### config.mk
export PLATFORM = sky130hd
export DESIGN_NAME = command_frame_parser_queue
export DESIGN_NICKNAME = d
export VERILOG_FILES = /design/src/hw/rtl/cfpq_pkg.sv /design/src/hw/rtl/cfpq_parser.sv /design/src/hw/rtl/command_frame_parser_queue.sv
export SDC_FILE = /design/constraint.sdc
export NUM_CORES = 1
export LEC_CHECK = 0
export BUFFER_PORTS_ARGS = -buffer_cell sky130_fd_sc_hd__buf_4
export CORE_ASPECT_RATIO = 0.8
export CORE_MARGIN = 2
export CORE_UTILIZATION = 35
export DETAILED_ROUTE_END_ITERATION = 8
export GPL_ROUTABILITY_DRIVEN = 0
export SLEW_MARGIN = 25
export SYNTH_ARGS = -nofsm -noshare
export SYNTH_HDL_FRONTEND = slang
export SYNTH_SLANG_ARGS = --single-unit
### constraint.sdc
create_clock -name clk -period 9.6 [get_ports clk]
set_input_delay 0 -clock clk [delete_from_list [all_inputs] [get_ports clk]]
set_output_delay 0 -clock clk [all_outputs]
set_load 0.03 [all_outputs]
### src/hw/rtl/cfpq_pkg.sv
// Shared types, constants and helpers for the command frame parser queue.
// No dependencies; imported by cfpq_parser and command_frame_parser_queue.
package cfpq_pkg;

    localparam int QUEUE_DEPTH = 8;
    localparam int PTR_W       = $clog2(QUEUE_DEPTH);
    localparam int USED_W      = PTR_W + 1;
    localparam int CNT_PAD_W   = (USED_W > 3) ? USED_W : 3;

    localparam int DIR_W   = 3;
    localparam int VALUE_W = 16;
    localparam int ENTRY_W = DIR_W + VALUE_W;

    localparam logic [7:0] REG_START_CHAR  = 8'd0;
    localparam logic [7:0] REG_COMMAND_PIN = 8'd1;

    localparam logic [7:0] START_CHAR_RESET = 8'd94;

    localparam logic [7:0] CHAR_F    = 8'h46;
    localparam logic [7:0] CHAR_B    = 8'h42;
    localparam logic [7:0] CHAR_R    = 8'h52;
    localparam logic [7:0] CHAR_L    = 8'h4C;
    localparam logic [7:0] CHAR_T    = 8'h54;
    localparam logic [7:0] CHAR_A    = 8'h41;
    localparam logic [7:0] CHAR_P    = 8'h50;
    localparam logic [7:0] CHAR_ZERO = 8'h30;
    localparam logic [7:0] CHAR_NINE = 8'h39;

    localparam logic [DIR_W-1:0] DIR_FORWARD = 3'd0;
    localparam logic [DIR_W-1:0] DIR_REVERSE = 3'd1;
    localparam logic [DIR_W-1:0] DIR_RIGHT   = 3'd2;
    localparam logic [DIR_W-1:0] DIR_LEFT    = 3'd3;
    localparam logic [DIR_W-1:0] DIR_TURN    = 3'd4;
    localparam logic [DIR_W-1:0] DIR_ALIGN   = 3'd5;
    localparam logic [DIR_W-1:0] DIR_PID     = 3'd6;

    localparam logic [1:0] PIN_LAST = 2'd3;

    typedef enum logic [2:0] {
        PH_IDLE,
        PH_PIN,
        PH_DIR,
        PH_FIRST,
        PH_DIGITS
    } phase_t;

    typedef struct packed {
        logic               done;
        logic [DIR_W-1:0]   dir;
        logic [VALUE_W-1:0] value;
    } cmd_t;

    function automatic logic [PTR_W-1:0] ptr_next(input logic [PTR_W-1:0] p);
        logic [PTR_W-1:0] r;
        if (p == PTR_W'(QUEUE_DEPTH - 1))
        begin
            r = '0;
        end
        else
        begin
            r = p + PTR_W'(1);
        end
        return r;
    endfunction

endpackage

### src/hw/rtl/cfpq_parser.sv
// Byte-level command parser: start char, PIN, direction letter, decimal digits.
// Depends on cfpq_pkg; reports a completed command in the same cycle.
module cfpq_parser
    import cfpq_pkg::*;
(
    input  logic        clk,
    input  logic        rst_n,
    input  logic        step,
    input  logic [7:0]  data_byte,
    input  logic        frame_end,
    input  logic [7:0]  start_char,
    input  logic [31:0] command_pin,
    output cmd_t        cmd
);

    phase_t             phase_reg, phase_next;
    logic [1:0]         pos_reg, pos_next;
    logic [DIR_W-1:0]   dir_reg, dir_next;
    logic [VALUE_W-1:0] val_reg, val_next;

    logic               is_digit;
    logic [VALUE_W-1:0] digit;
    logic [7:0]         want;
    logic               letter_ok;
    logic [DIR_W-1:0]   letter_dir;

    assign is_digit = (data_byte >= CHAR_ZERO) && (data_byte <= CHAR_NINE);
    assign digit    = VALUE_W'(data_byte - CHAR_ZERO);

    always_comb
    begin
        case (pos_reg)
            2'd0:    want = command_pin[31:24];
            2'd1:    want = command_pin[23:16];
            2'd2:    want = command_pin[15:8];
            default: want = command_pin[7:0];
        endcase
    end

    always_comb
    begin
        letter_ok  = 1'b1;
        letter_dir = DIR_FORWARD;
        case (data_byte)
            CHAR_F:  letter_dir = DIR_FORWARD;
            CHAR_B:  letter_dir = DIR_REVERSE;
            CHAR_R:  letter_dir = DIR_RIGHT;
            CHAR_L:  letter_dir = DIR_LEFT;
            CHAR_T:  letter_dir = DIR_TURN;
            CHAR_A:  letter_dir = DIR_ALIGN;
            CHAR_P:  letter_dir = DIR_PID;
            default: letter_ok  = 1'b0;
        endcase
    end

    always_comb
    begin
        phase_next = phase_reg;
        pos_next   = pos_reg;
        dir_next   = dir_reg;
        val_next   = val_reg;
        cmd.done   = 1'b0;
        cmd.dir    = dir_reg;
        cmd.value  = val_reg;

        // non-digit closes a digit run
        if (phase_reg == PH_DIGITS && !is_digit)
        begin
            cmd.done   = 1'b1;
            phase_next = PH_IDLE;
        end

        if (data_byte == start_char)
        begin
            phase_next = PH_PIN;
            pos_next   = '0;
            dir_next   = '0;
            val_next   = '0;
        end
        else
        begin
            case (phase_next)
                PH_PIN:
                begin
                    if (data_byte != want)
                    begin
                        phase_next = PH_IDLE;
                    end
                    else if (pos_reg == PIN_LAST)
                    begin
                        pos_next   = '0;
                        phase_next = PH_DIR;
                    end
                    else
                    begin
                        pos_next = pos_reg + 2'd1;
                    end
                end
                PH_DIR:
                begin
                    if (!letter_ok)
                    begin
                        phase_next = PH_IDLE;
                    end
                    else
                    begin
                        dir_next   = letter_dir;
                        phase_next = PH_FIRST;
                    end
                end
                PH_FIRST, PH_DIGITS:
                begin
                    if (is_digit)
                    begin
                        val_next   = (val_reg << 3) + (val_reg << 1) + digit;
                        phase_next = PH_DIGITS;
                    end
                    else
                    begin
                        phase_next = PH_IDLE;
                    end
                end
                default:
                begin
                end
            endcase
        end

        if (frame_end)
        begin
            if (phase_next == PH_DIGITS)
            begin
                cmd.done  = 1'b1;
                cmd.dir   = dir_next;
                cmd.value = val_next;
            end
            phase_next = PH_IDLE;
            pos_next   = '0;
        end

        if (!step)
        begin
            cmd.done = 1'b0;
        end
    end

    always_ff @(posedge clk or negedge rst_n)
    begin
        if (!rst_n)
        begin
            phase_reg <= PH_IDLE;
            pos_reg   <= '0;
            dir_reg   <= '0;
            val_reg   <= '0;
        end
        else if (step)
        begin
            phase_reg <= phase_next;
            pos_reg   <= pos_next;
            dir_reg   <= dir_next;
            val_reg   <= val_next;
        end
    end

endmodule

### src/hw/rtl/command_frame_parser_queue.sv
// Top level: command parser feeding a ring queue of parsed commands.
// Depends on cfpq_pkg and cfpq_parser.
//
// channel  dir  tdata (low bit up)                      tuser / tlast
// s_*      in   data_byte[7:0]                          tuser action, tlast frame_end
// m_*      out  direction[2:0] duration[18:3] count     tuser stored,dropped,pop_valid
// cfg_*    in   cfg_index selects register, cfg_data    always ready
//
// One request per cycle while s_tready is high; results appear the cycle after.
// The output register holds a result while m_tready is low; a new request is
// taken whenever that register is empty or being drained in the same cycle.
// Reset clears parse state, queue pointers and restores register defaults.
module command_frame_parser_queue
    import cfpq_pkg::*;
(
    input  logic        clk,
    input  logic        rst_n,
    input  logic        s_tvalid,
    output logic        s_tready,
    input  logic [7:0]  s_tdata,   // data_byte[7:0]
    input  logic        s_tuser,   // action
    input  logic        s_tlast,
    output logic        m_tvalid,
    input  logic        m_tready,
    output logic [23:0] m_tdata,   // direction[2:0], duration[18:3], queue_count[21:19], zero
    output logic [2:0]  m_tuser,   // command_stored, command_dropped, pop_valid
    input  logic        cfg_valid,
    output logic        cfg_ready,
    input  logic [7:0]  cfg_index,
    input  logic [31:0] cfg_data
);

    logic [7:0]   start_char_reg;
    logic [31:0]  pin_reg;

    logic [ENTRY_W-1:0] store [QUEUE_DEPTH];
    logic [PTR_W-1:0]   wr_ptr_reg, wr_ptr_next;
    logic [PTR_W-1:0]   rd_ptr_reg, rd_ptr_next;

    logic         out_valid_reg;
    logic [23:0]  out_data_reg;
    logic [2:0]   out_user_reg, out_user_next;

    logic         accept;
    logic         byte_step;
    cmd_t         cmd;
    logic         full;
    logic         push;
    logic         drop;
    logic         pop;
    logic [USED_W-1:0]  used;
    logic [CNT_PAD_W-1:0] used_pad;

    assign cfg_ready = 1'b1;
    assign s_tready  = !out_valid_reg || m_tready;
    assign accept    = s_tvalid && s_tready;
    assign byte_step = accept && !s_tuser;

    assign m_tvalid = out_valid_reg;
    assign m_tdata  = out_data_reg;
    assign m_tuser  = out_user_reg;

    cfpq_parser u_parser (
        .clk         (clk),
        .rst_n       (rst_n),
        .step        (byte_step),
        .data_byte   (s_tdata),
        .frame_end   (s_tlast),
        .start_char  (start_char_reg),
        .command_pin (pin_reg),
        .cmd         (cmd)
    );

    assign full = (ptr_next(wr_ptr_reg) == rd_ptr_reg);
    assign push = cmd.done && !full;
    assign drop = cmd.done && full;
    assign pop  = accept && s_tuser && (wr_ptr_reg != rd_ptr_reg);

    always_comb
    begin
        wr_ptr_next = push ? ptr_next(wr_ptr_reg) : wr_ptr_reg;
        rd_ptr_next = pop ? ptr_next(rd_ptr_reg) : rd_ptr_reg;

        if (wr_ptr_next >= rd_ptr_next)
        begin
            used = USED_W'(wr_ptr_next) - USED_W'(rd_ptr_next);
        end
        else
        begin
            used = USED_W'(QUEUE_DEPTH) - USED_W'(rd_ptr_next) + USED_W'(wr_ptr_next);
        end
        used_pad = CNT_PAD_W'(used);

        out_user_next = {pop, drop, push};
    end

    always_ff @(posedge clk)
    begin
        if (push)
        begin
            store[wr_ptr_reg] <= {cmd.dir, cmd.value};
        end
    end

    // head entry is read straight into the output register on a pop
    always_ff @(posedge clk)
    begin
        if (accept)
        begin
            out_user_reg <= out_user_next;
            if (pop)
            begin
                out_data_reg <= {2'b00, used_pad[2:0], store[rd_ptr_reg][VALUE_W-1:0],
                                 store[rd_ptr_reg][ENTRY_W-1:VALUE_W]};
            end
            else
            begin
                out_data_reg <= {2'b00, used_pad[2:0], {(VALUE_W + DIR_W){1'b0}}};
            end
        end
    end

    always_ff @(posedge clk or negedge rst_n)
    begin
        if (!rst_n)
        begin
            wr_ptr_reg    <= '0;
            rd_ptr_reg    <= '0;
            out_valid_reg <= 1'b0;
        end
        else
        begin
            wr_ptr_reg <= wr_ptr_next;
            rd_ptr_reg <= rd_ptr_next;
            if (accept)
            begin
                out_valid_reg <= 1'b1;
            end
            else if (m_tready)
            begin
                out_valid_reg <= 1'b0;
            end
        end
    end

    always_ff @(posedge clk or negedge rst_n)
    begin
        if (!rst_n)
        begin
            start_char_reg <= START_CHAR_RESET;
            pin_reg        <= '0;
        end
        else if (cfg_valid && cfg_ready)
        begin
            case (cfg_index)
                REG_START_CHAR:  start_char_reg <= cfg_data[7:0];
                REG_COMMAND_PIN: pin_reg        <= cfg_data;
                default:
                begin
                end
            endcase
        end
    end

endmodule

# Yosys cells after proc, flatten, opt, wreduce, memory -nomap -nowiden
# Memory sizes are Yosys's and may differ from the RTL's. A register that Yosys moved wholly into a read port is not among the register bits.
# Index checks and enable logic that the tools add are counted.
dict set report word_totals {
  reg_bits 79
  ram_bits 152
  in_bits 55
  word_cells 106
  n_memories 1
}
dict set report op_classes {
  addsub 9
  magnitude_cmp 3
  eq_ne 24
  muxes 35
  reduce_logical 23
}
# memory depth width rd rd_ports_with_merged_regs write_ports line_no
set memory_table {}
lappend memory_table {store 8 19 1 1 1 command_frame_parser_queue.sv:36} ;# logic [ENTRY_W-1:0] store [QUEUE_DEPTH];
# cell n
set op_table {}
lappend op_table {{$eq 8x7->1 const B} 7}
lappend op_table {{$mux 16} 3}
lappend op_table {{$mux 3} 14}
lappend op_table {{$mux 20} 2}
lappend op_table {{$add 16x16->16} 2}
lappend op_table {{$pmux 8 s3} 1}
lappend op_table {{$pmux 3 s6} 1}
lappend op_table {{$eq 3x3->1 const B} 5}
lappend op_table {{$mux 2} 6}
lappend op_table {{$pmux 3 s3} 1}
lappend op_table {{$sub 8x6->9 const B} 1}
lappend op_table {{$eq 8x1->1 const B} 1}
lappend op_table {{$eq 8x8->1} 1}
lappend op_table {{$ge 8x6->1 const B} 1}
lappend op_table {{$le 8x6->1 const B} 1}
lappend op_table {{$logic_and 1x1->1} 8}
lappend op_table {{$logic_not 8->1} 1}
lappend op_table {{$ne 8x8->1} 1}
lappend op_table {{$mux 1} 7}
lappend op_table {{$reduce_or 7->1} 1}
lappend op_table {{$add 3x1->3 const B} 2}
lappend op_table {{$eq 3x2->1 const B} 2}
lappend op_table {{$logic_not 1->1} 5}
lappend op_table {{$eq 2x2->1 const B} 2}
lappend op_table {{17 further kinds} 18}

# Longest topological paths before layout
# Gate-level depths: netlist of the first run.
dict set report logic_depth {
  depth_word 17
  depth_mapped 14
  mapped_depth_nobuf 13
}

# Cells and area by module
# Synthesis of the first run repeated with hierarchy kept, for this count alone.
dict set report hier_totals {
  cells_unflattened 737
  hier_area_um2 11531.1
}
# module n_inst cells_per_inst area_each_um2
set by_module_without_submodules {}
lappend by_module_without_submodules {command_frame_parser_queue 1 433 8687.1}
lappend by_module_without_submodules {cfpq_parser 1 304 2844.0}

# Worst setup path before layout of the first run
# OpenSTA, ideal clock, no wires.
dict set report synth_timing {
  kind {flip-flop to flip-flop}
  start {register out_valid_reg, in the netlist m_tvalid}
  end {memory store[0][0] (netlist bit), enable pin}
  setup_ns 0.423
  t_arrival_ns 3.717
  slack_ns 5.459
  path_stages_with_launch 8
  period_less_slack_ns 4.141
  path_cell_list {dfrtp_1 -> nand2b_1 -> and2_1 -> nor2b_1 -> and4_1 -> buf_6 -> and2_2 -> nor3b_1}
}
dict set report synth_between {
  elab_chain_len 8
}
# element line_no
set synth_lines {}
lappend synth_lines {{start, declared} command_frame_parser_queue.sv:40} ;# logic out_valid_reg;
lappend synth_lines {{start signal, assigned} command_frame_parser_queue.sv:129} ;# out_valid_reg <= 1'b0;
lappend synth_lines {{start signal, assigned} command_frame_parser_queue.sv:137} ;# out_valid_reg <= 1'b1;
lappend synth_lines {{start signal, assigned} command_frame_parser_queue.sv:141} ;# out_valid_reg <= 1'b0;
lappend synth_lines {{$logic_not 1->1} command_frame_parser_queue.sv:55} ;# assign s_tready = !out_valid_reg || m_tready;
lappend synth_lines {{$logic_or 1x1->1} command_frame_parser_queue.sv:55}
lappend synth_lines {{via s_tready} command_frame_parser_queue.sv:19} ;# output logic s_tready,
lappend synth_lines {{$logic_and 1x1->1} command_frame_parser_queue.sv:56} ;# assign accept = s_tvalid && s_tready;
lappend synth_lines {{via accept} command_frame_parser_queue.sv:44} ;# logic accept;
lappend synth_lines {{$logic_and 1x1->1} command_frame_parser_queue.sv:57} ;# assign byte_step = accept && !s_tuser;
lappend synth_lines {{$mux 1} cfpq_parser.sv:141} ;# if (!step)
lappend synth_lines {{$logic_and 1x1->1} command_frame_parser_queue.sv:75} ;# assign push = cmd.done && !full;
lappend synth_lines {{via push} command_frame_parser_queue.sv:48} ;# logic push;
lappend synth_lines {{$mux 1} command_frame_parser_queue.sv:99} ;# if (push)
lappend synth_lines {{$mux 1 (not written as such)} command_frame_parser_queue.sv:101} ;# store[wr_ptr_reg] <= {cmd.dir, cmd.value};
lappend synth_lines {{end, declared} command_frame_parser_queue.sv:36}
# The timed path passes the listed nets, and every way through them passes these cells.

# Final worst setup path of the first run
dict set report layout_timing {
  start {register out_valid_reg, in the netlist m_tvalid}
  end {memory store[1][14] (netlist bit), enable pin}
}
dict set report layout_between {
  elab_chain_len 8
}
# element line_no
set layout_lines {}
lappend layout_lines {{$logic_not 1->1} command_frame_parser_queue.sv:55}
lappend layout_lines {{$logic_or 1x1->1} command_frame_parser_queue.sv:55}
lappend layout_lines {{$logic_and 1x1->1} command_frame_parser_queue.sv:56}
lappend layout_lines {{via accept} command_frame_parser_queue.sv:44}
lappend layout_lines {{$logic_and 1x1->1} command_frame_parser_queue.sv:57}
lappend layout_lines {{$mux 1} cfpq_parser.sv:141}
lappend layout_lines {{$logic_and 1x1->1} command_frame_parser_queue.sv:75}
lappend layout_lines {{$mux 1} command_frame_parser_queue.sv:99}
lappend layout_lines {{$mux 1 (not written as such)} command_frame_parser_queue.sv:101}
# The timed path passes the listed nets, and every way through them passes these cells.

==> impl_metrics.toml, run 1 <==
[hold_path]
hp-class = "primary input to register"

[finish]
n_fill_cell = 2895
most-common-layout-cells = "edfxtp_1 (177), buf_4 (91), dfrtp_1 (64)"
multi_input_area_mm2 = 0.00416
syn_to_final_growth_pct = 21.3
ff_latch_area_mm2 = 0.00710
fin_util_pct = 43.1
fin_nets = 983
layout-drive-gt1-share_pct = 26.9
mostFrequentLayoutCell = "edfxtp_1"
largest_register_ffs = 152
antenna_cells = 0

[timing]
max_freq_mhz = 259
setup_violations = 0
period_share_pct = 40.2
grt_setup_unrepaired = "no"
finClkSkew_ns = 0.0183
min_period_ns = 3.86
slew_headroom_pct = 30.6
finalHoldViolations = 0
slew_violations = 0
worst_pin_slew_ns = 1.04
fin_tns_setup_ns = 0

[die]
initial_core_util_pct = 35.5
core_mm2 = 0.0325
die-area_mm2 = 0.0345
dieWidth_um = 207
io_pins = 85
die_y_um = 166
std_cell_rows = 59

[global_route]
grt_overflow = 0
grt_max_degree = 72
grt.total_usage_pct = 15.1
antenna_found_initial = 0
grt_pass1_vias = 7025
grt_pass1_wl_mm = 40.9

[yosys]
ys_seq_area_share_pct = 61.5
synth.distinct_cells = 69
synth_edf_count = 177
synth.area.top_cells = "edfxtp_1 (46%), dfrtp_1 (14%), mux4_2 (7.4%), mux2_2 (4.1%), ha_1 (2.8%)"
syn_avg_cell_area_um2 = 15.0
synth_top_cell_by_area = "edfxtp_1"
ys_dominant_reg_cell = "edfxtp_1"
synthArstFlopShare_pct = 28.6
ys_ff_latch = 248
syn_inst = 769
yosysWarnings = 0
synth_top_cell_area_share_pct = 46.0
syn_area_mm2 = 0.0115

[setup_path]
reg2reg_slack_ns = 5.74
path_max_fanout = 28
path_class = "register to register"
crit_required_ns = 9.82
endpoint_kind = "register"
start_kind = "register"
critPathArrivalTime_ns = 4.08

[route]
antenna_left = 0
topRoutingLayerUsed = "met4"
m1WireLength_mm = 12.2
dr.pass1.iters = 5
finalWirelength_mm = 25.4
vias_per_cell = 5.03
met2_length_mm = 11.8
dr_wl_met3_um = 899
vias = 6719
remaining_drc_errors = 0
dr.first_iter.drc_count = 460
wl_per_cell_um = 19.0

[place]
portBuffers = 81
hpwl_mm = 16.9

[outcome]
status = "completed"

[clock_network]
clockBufferDepth = 3
htree_levels = 1
clkTransAtPathRegs_ns = 0.06
cts_buffers = 26
clock_latency_ns = 0.54
root_buffer = "clkbuf_16"
cts_resized = 0
cts_hold_buf = 41
cts_setup_buffers = 0
cts_sinks = 248
tritoncts = "yes"

[power_and_ir_drop]
pwr_density_cell_mw_per_mm2 = 174
p_leak_nw = 5.49
p_total_mw = 2.43
peakVddDrop_mv = 0.138

[run]
drv_cap = 0
[power breakdown]
part / internal [mW] / total, mW / switching (mW)
clock network: 0.675 / 1.09 / 0.420
registers: 1.16 / 1.18 / 0.0133
logic: 0.0734 / 0.163 / 0.0892
[Yosys cell counts, types with 2 or more instances]
cell	instances
a221oi_1	2
fa_1	14
ha_1	26
and2_1	2
a21o_1	9
o21a_1	3
o21ai_0	25
nor3_1	6
dfrtp_1	66
o31ai_1	8
a31oi_1	5
nand3_1	2
o21ai_1	2
o22ai_1	3
nand4_1	3
dfstp_2	5
a22o_1	9
clkbuf_1	23
inv_1	33
mux2i_1	30
nor4_2	2
a222oi_1	8
nand2_1	43
nor2_1	40
buf_4	4
edfxtp_1	177
a211oi_1	6
a32o_1	2
mux4_2	38
buf_6	3
mux2_2	42
xnor2_1	29
and3b_1	3
nand2b_1	8
conb_1	2
a21oi_1	19
xor2_1	8
buf_2	10
buf_1	5
nor3b_1	5
nor2b_1	11
[metrics by stage]
step | instances | instance area, µm² | setup slack, ns | hold WS [ns]
after floorplan | 770 | 11500 | 5.46 | -0.296
after global placement | 1244 | 12600 | 5.72 | 0.207
after detailed placement | 1246 | 12600 | 5.46 | 0.209
after CTS | 1335 | 14000 | 5.44 | 0.00291
after global routing | 1335 | 14000 | 5.36 | 0.0115
final | 1335 | 14000 | 5.74 | 0.0211
[path summary, 6_finish.rpt]
check / cells after the start / endpoint / start
setup / recovery: 8 / store[1][14] / m_tvalid
hold / removal: 3 / m_tdata[13] / s_tuser
setup reg to reg: 8 / store[1][14] / m_tvalid
hold reg to reg: 2 / u_parser.val_reg[15] / u_parser.val_reg[15]
max in group asynchronous: 2 / rd_ptr_reg[0] / rst_n
min in group asynchronous: 2 / start_char_reg[5] / rst_n
[routing by layer]
layer  vias up  GRT usage, %
met1      3420          22.2
met3        34          2.07
met5         -             0
li1       3129             -
met2       136          23.7
met4         0          3.66
[cell families after synthesis]
group / count (synthesis) / synth area share [%]
flip-flops: 248 / 61.5
AND/OR/NAND/NOR: 138 / 6.21
AO/OA/AOI/OAI: 113 / 6.74
multiplexers: 111 / 14.2
buffers and inverters: 79 / 3.00
adder cells (fa/ha/maj): 40 / 5.25
XOR/XNOR: 38 / 3.00
other: 2 / 0.0651
[final cells by class]
class | instances | area share [%]
Sequential cell | 248 | 50.7
Timing Repair Buffer | 135 | 8.14
Tap cell | 427 | 3.82
Inverter | 34 | 0.912
Clock buffer | 29 | 4.88
Multi-Input combinational cell | 443 | 29.7
Clock inverter | 19 | 1.81
[critical path: stages, from the launching register on]
cell,delay (ns)
dfrtp_1,0.37
nand2b_1,0.11
and2_1,0.14
buf_4,0.35
nor2b_1,0.75
and4_1,0.46
nand2_1,0.25
nor3_2,0.72
buf_4,0.38
Note: power is estimated with default switching activity, not from simulation.
==> run 2, diff against run 1 <==
- clock period: 9.6 -> 3.78 ns (I/O delays scaled with it)
==> run 2 against run 1 <==
Against the previous run: hold slack improved by 0.0051 ns; setup slack got worse by 5.3 ns; clock power rose to 2.6 times the previous value; clock skew shrank 0.0052 ns; register-to-register slack got worse by 5.3 ns; via count decreased by 0.15%; first-iteration DRC count up 27%; cell count up 0.97%; combinational power rose to 2.5 times the previous value; power increased to 2.6 times the previous value; cell area grew 0.59%; maximum frequency rose by 14%; largest cell class unchanged; largest power group unchanged.
==> impl_metrics.toml, run 2 (synthesized netlist as in run 1, its figures left out) <==
[outcome]
status = "completed"

[global_route]
antenna_found_initial = 0
grt_overflow = 0
grt_max_degree = 72
grt.total_usage_pct = 15.1
grt_pass1_wl_mm = 41.0
grt_pass1_vias = 6978

[place]
hpwl_mm = 16.2
portBuffers = 81
dp_slack_ns = 0.212

[timing]
period_share_pct = 89.2
finalHoldViolations = 0
grt_setup_unrepaired = "no"
setup_ws_ns = 0.407
fin_tns_setup_ns = 0
worst_pin_slew_ns = 0.919
slew_violations = 0
slew_headroom_pct = 38.1
max_freq_mhz = 296
min_period_ns = 3.37
setup_violations = 0
finClkSkew_ns = 0.0131

[route]
antenna_left = 0
dr.pass1.iters = 5
vias = 6709
finalWirelength_mm = 25.6
remaining_drc_errors = 0
dr.first_iter.drc_count = 583
wl_per_cell_um = 19.0
vias_per_cell = 4.98

[hold_path]
hp-class = "primary input to register"
hold_depth = 3
holdPathEnd = "u_parser.dir_reg[2]"
worstHoldStart = "s_tdata[2]"

[die]
die-area_mm2 = 0.0345
initial_core_util_pct = 35.5
std_cell_rows = 59
core_mm2 = 0.0325
io_pins = 85
dieWidth_um = 207
die_y_um = 166

[finish]
n_fill_cell = 2915
mostFrequentLayoutCell = "edfxtp_1"
syn_to_final_growth_pct = 22.0
fin_nets = 997
antenna_cells = 0
layout-drive-gt1-share_pct = 27.6
most-common-layout-cells = "edfxtp_1 (177), buf_4 (105), dfrtp_1 (64)"
largest_register_ffs = 152

[clock_network]
clock_latency_ns = 0.53
clkTransAtPathRegs_ns = 0.07
tritoncts = "yes"
clockBufferDepth = 3
htree_levels = 1
cts_buffers = 27
cts_sinks = 248
root_buffer = "clkbuf_16"
cts_setup_buffers = 0

[run]
drv_cap = 0

[setup_path]
r2r_end = "store[7][11]"
path_class = "register to register"
endpoint_kind = "register"
path_max_fanout = 8
start_kind = "register"
crit_required_ns = 4.02
reg2reg_slack_ns = 0.41
critPathArrivalTime_ns = 3.61
ff2ff_path_depth = 8
rr_startpoint = "u_parser.val_reg[0]"

[power_and_ir_drop]
p_leak_nw = 5.57
pwr_density_cell_mw_per_mm2 = 441
peakVddDrop_mv = 0.296
p_total_mw = 6.21
==> run 2: cell count changes in the layout (fill, tap and decap cells not counted), moves of 2 or more <==
cell      before  now
buf_4         91  105
o21ai_1        8    4
clkinv_4       0    3
o21ai_0       19   22
and3b_1        1    3
and3b_2        2    0
clkinv_1       4    6
clkinv_2       5    3
==> run 2: where the power goes <==
part           switching, mW  internal, mW
clock                   1.08          1.73
combinational          0.224         0.188
sequential            0.0307          2.95
==> run 2: critical path: stages (launching register included) <==
cell and delay [ns]:
dfrtp_1 0.44, fa_1 0.50, ha_1 0.32, a211oi_1 0.34, o21ai_0 0.22, a211oi_1 0.44
xnor2_1 0.17, mux2i_1 0.11, mux2i_1 0.52
==> run 2: worst max path at each step <==
stage                              end                start  slack [ns]  cells past startpoint
final                     store[7][11]  u_parser.val_reg[0]        0.41                      8
after global routing      store[7][11]  u_parser.val_reg[6]        0.12                     10
after CTS                 store[4][13]  u_parser.val_reg[0]        0.24                      8
after detailed placement  store[7][13]           s_tdata[4]        0.21                     12
after global placement    store[6][13]           s_tdata[4]        0.31                     12
after floorplan           store[0][12]           s_tdata[4]        0.28                     11
==> run 2: routing by layer <==
layer	GRT usage (%)	share of wire, %	vias up
li1	-	-	3144
met1	22.0	48	3413
met2	23.8	46	117
met3	2.38	3.7	35
met4	3.17	1.7	0
met5	0	0	-
==> run 2: final cells by class <==
cell class | instances | area, µm² | area share (%)
flip-flops and latches | 248 | 7100 | 50.4
multi-input cells | 443 | 4150 | 29.5
repair buffers | 148 | 1220 | 8.66
clock buffers | 29 | 693 | 4.92
well taps | 427 | 534 | 3.79
clock inverters | 19 | 256 | 1.82
inverters | 34 | 128 | 0.906
==> run 2: timing repair <==
action                     CTS  global route
hold buffers                42             0
hold endpoints to repair   115             0
gates resized for setup      0             3
setup endpoints to repair    0            22
==> run 2: metrics by stage <==
step / hold WS (ns) / util [%] / cells / area [µm²]
6_report: 0.0263 / 43.4 / 1348 / 14100
5_1_grt: 0.0249 / 43.4 / 1348 / 14100
4_1_cts: 0.0107 / 43.3 / 1348 / 14100
3_5_place_dp: 0.202 / 39.1 / 1258 / 12700
3_3_place_gp: 0.202 / 39.1 / 1258 / 12700
2_1_floorplan: -0.296 / - / 770 / 11600
==> run 3, diff against run 2 <==
- CORE_ASPECT_RATIO: 0.8 -> not set
- HOLD_SLACK_MARGIN: not set -> 0.02
==> run 3 against run 2 <==
Against the previous run: hold slack better by 0.034 ns; highest routed layer unchanged; maximum frequency increased by 0.57%; power shrank 7.0%; core utilization shrank 0.48 points; die area about the same; via count up 0.76%.
==> impl_metrics.toml, run 3 (synthesized netlist as in run 1, its figures left out) <==
[route]
vias = 6760
antenna_left = 0
finalWirelength_mm = 25.0
vias_per_cell = 4.96
remaining_drc_errors = 0
wl_per_cell_um = 18.3
dr.first_iter.drc_count = 443
dr.pass1.iters = 6

[place]
hpwl_mm = 15.8
place_area_mm2 = 0.0127
portBuffers = 81

[power_and_ir_drop]
pwr_density_cell_mw_per_mm2 = 414
peakVddDrop_mv = 0.329
p_leak_nw = 5.49

[global_route]
grt.busiest_layer = "met2"
use_met1_pct = 20.6
grt_pass1_vias = 6987
grt_overflow = 0
met2_usage_pct = 25.4
grt.total_usage_pct = 15.0
antenna_found_initial = 0
grt_max_degree = 72
grt_pass1_wl_mm = 39.7
use_met3_pct = 2.07

[finish]
largest_register_ffs = 152
fin_util_pct = 42.9
syn_to_final_growth_pct = 20.9
layout-drive-gt1-share_pct = 26.7
fin_nets = 997
mostFrequentLayoutCell = "edfxtp_1"
final_area_mm2 = 0.0140
most-common-layout-cells = "edfxtp_1 (177), buf_4 (106), dfrtp_1 (65)"
antenna_cells = 0

[setup_path]
path_buf_inv = 2
crit_family = "compound AO/OA/AOI/OAI gates"
path_class = "register to register"
start_kind = "register"
reg2reg_slack_ns = 0.43
endpoint_kind = "register"
path_cells = "inv_1 -> fa_1 -> inv_1 -> ha_1 -> o21ai_0 -> nor3_1 -> a211oi_1 -> a21oi_1 -> a31oi_1 -> xnor2_1 -> o21ai_1"
path_max_fanout = 8
slowest_delay_ns = 0.54
crit_required_ns = 4.05
cp_slowest_cell = "fa_1"
cpMostUsedCell = "inv_1"
critPathArrivalTime_ns = 3.63

[outcome]
status = "completed"

[hold_path]
hp-class = "primary input to asynchronous set/reset pin"

[timing]
fin_tns_setup_ns = 0
min_period_ns = 3.35
finalHoldViolations = 0
worst_pin_slew_ns = 0.909
whs_ns = 0.0602
setup_violations = 0
slew_headroom_pct = 38.7
period_share_pct = 88.7
grt_setup_unrepaired = "no"
max_freq_mhz = 298
finClkSkew_ns = 0.0108
slew_violations = 0

[clock_network]
clock_latency_ns = 0.54
clkTransAtPathRegs_ns = 0.06
tritoncts = "yes"
clockBufferDepth = 3
root_buffer = "clkbuf_16"
cts_buffers = 26
htree_levels = 1
cts_setup_buffers = 0
cts_sinks = 248

[die]
std_cell_rows = 66
die_y_um = 186
core_mm2 = 0.0325
die-area_mm2 = 0.0345
io_pins = 85
initial_core_util_pct = 35.5
dieWidth_um = 186

[run]
drv_cap = 0
[run 3: worst paths after layout]
check | from | to | depth (start not counted)
max reg2reg | u_parser.val_reg[4] | store[5][15] | 11
max in group asynchronous | rst_n | rd_ptr_reg[0] | 2
max | u_parser.val_reg[4] | store[5][15] | 11
min in group clk | s_tdata[3] | u_parser.dir_reg[1] | 4
min reg2reg | u_parser.val_reg[15] | u_parser.val_reg[15] | 2
min | rst_n | u_parser.dir_reg[0] | 2
[run 3: stage by stage]
stage / cells / setup WS (ns) / total power, mW
after floorplan: 770 / 0.282 / 3.27
after global placement: 1274 / 0.410 / 3.41
after detailed placement: 1274 / 0.262 / 3.42
after CTS: 1363 / 0.280 / 5.84
after global routing: 1363 / 0.105 / 6.00
final: 1363 / 0.426 / 5.77
[run 3: report_power, final]
part | internal (mW) | switching (mW) | total, mW
Combinational | 0.188 | 0.221 | 0.409
Clock | 1.34 | 1.04 | 2.38
Sequential | 2.95 | 0.0292 | 2.98
Total | 4.49 | 1.29 | 5.77
[run 3: cell type report]
class	instances	area [µm²]
fillers	3018	18600
flip-flops and latches	248	7100
multi-input cells	443	4140
repair buffers	149	1230
clock buffers	34	722
well taps	442	553
inverters	34	128
clock inverters	13	78.8
[run 3: worst reg2reg max path, cell delays in order, from the launching register on]
cell      delay (ns)
dfrtp_1         0.38
inv_1           0.10
fa_1            0.54
inv_1           0.05
ha_1            0.33
o21ai_0         0.30
nor3_1          0.08
a211oi_1        0.40
a21oi_1         0.17
a31oi_1         0.23
xnor2_1         0.11
o21ai_1         0.40
[run 3: routing by layer]
metal  share of wire (%)  wire, µm
met5                   0         0
met3                 3.6       912
met4                 2.4       611
met2                  48     12100
met1                  45     11400
[run 3: what timing repair did]
item	4_1_cts	5_1_grt
hold buffers	42	0
gates resized for setup	0	2
hold endpoints to repair	122	0
setup endpoints to repair	0	16
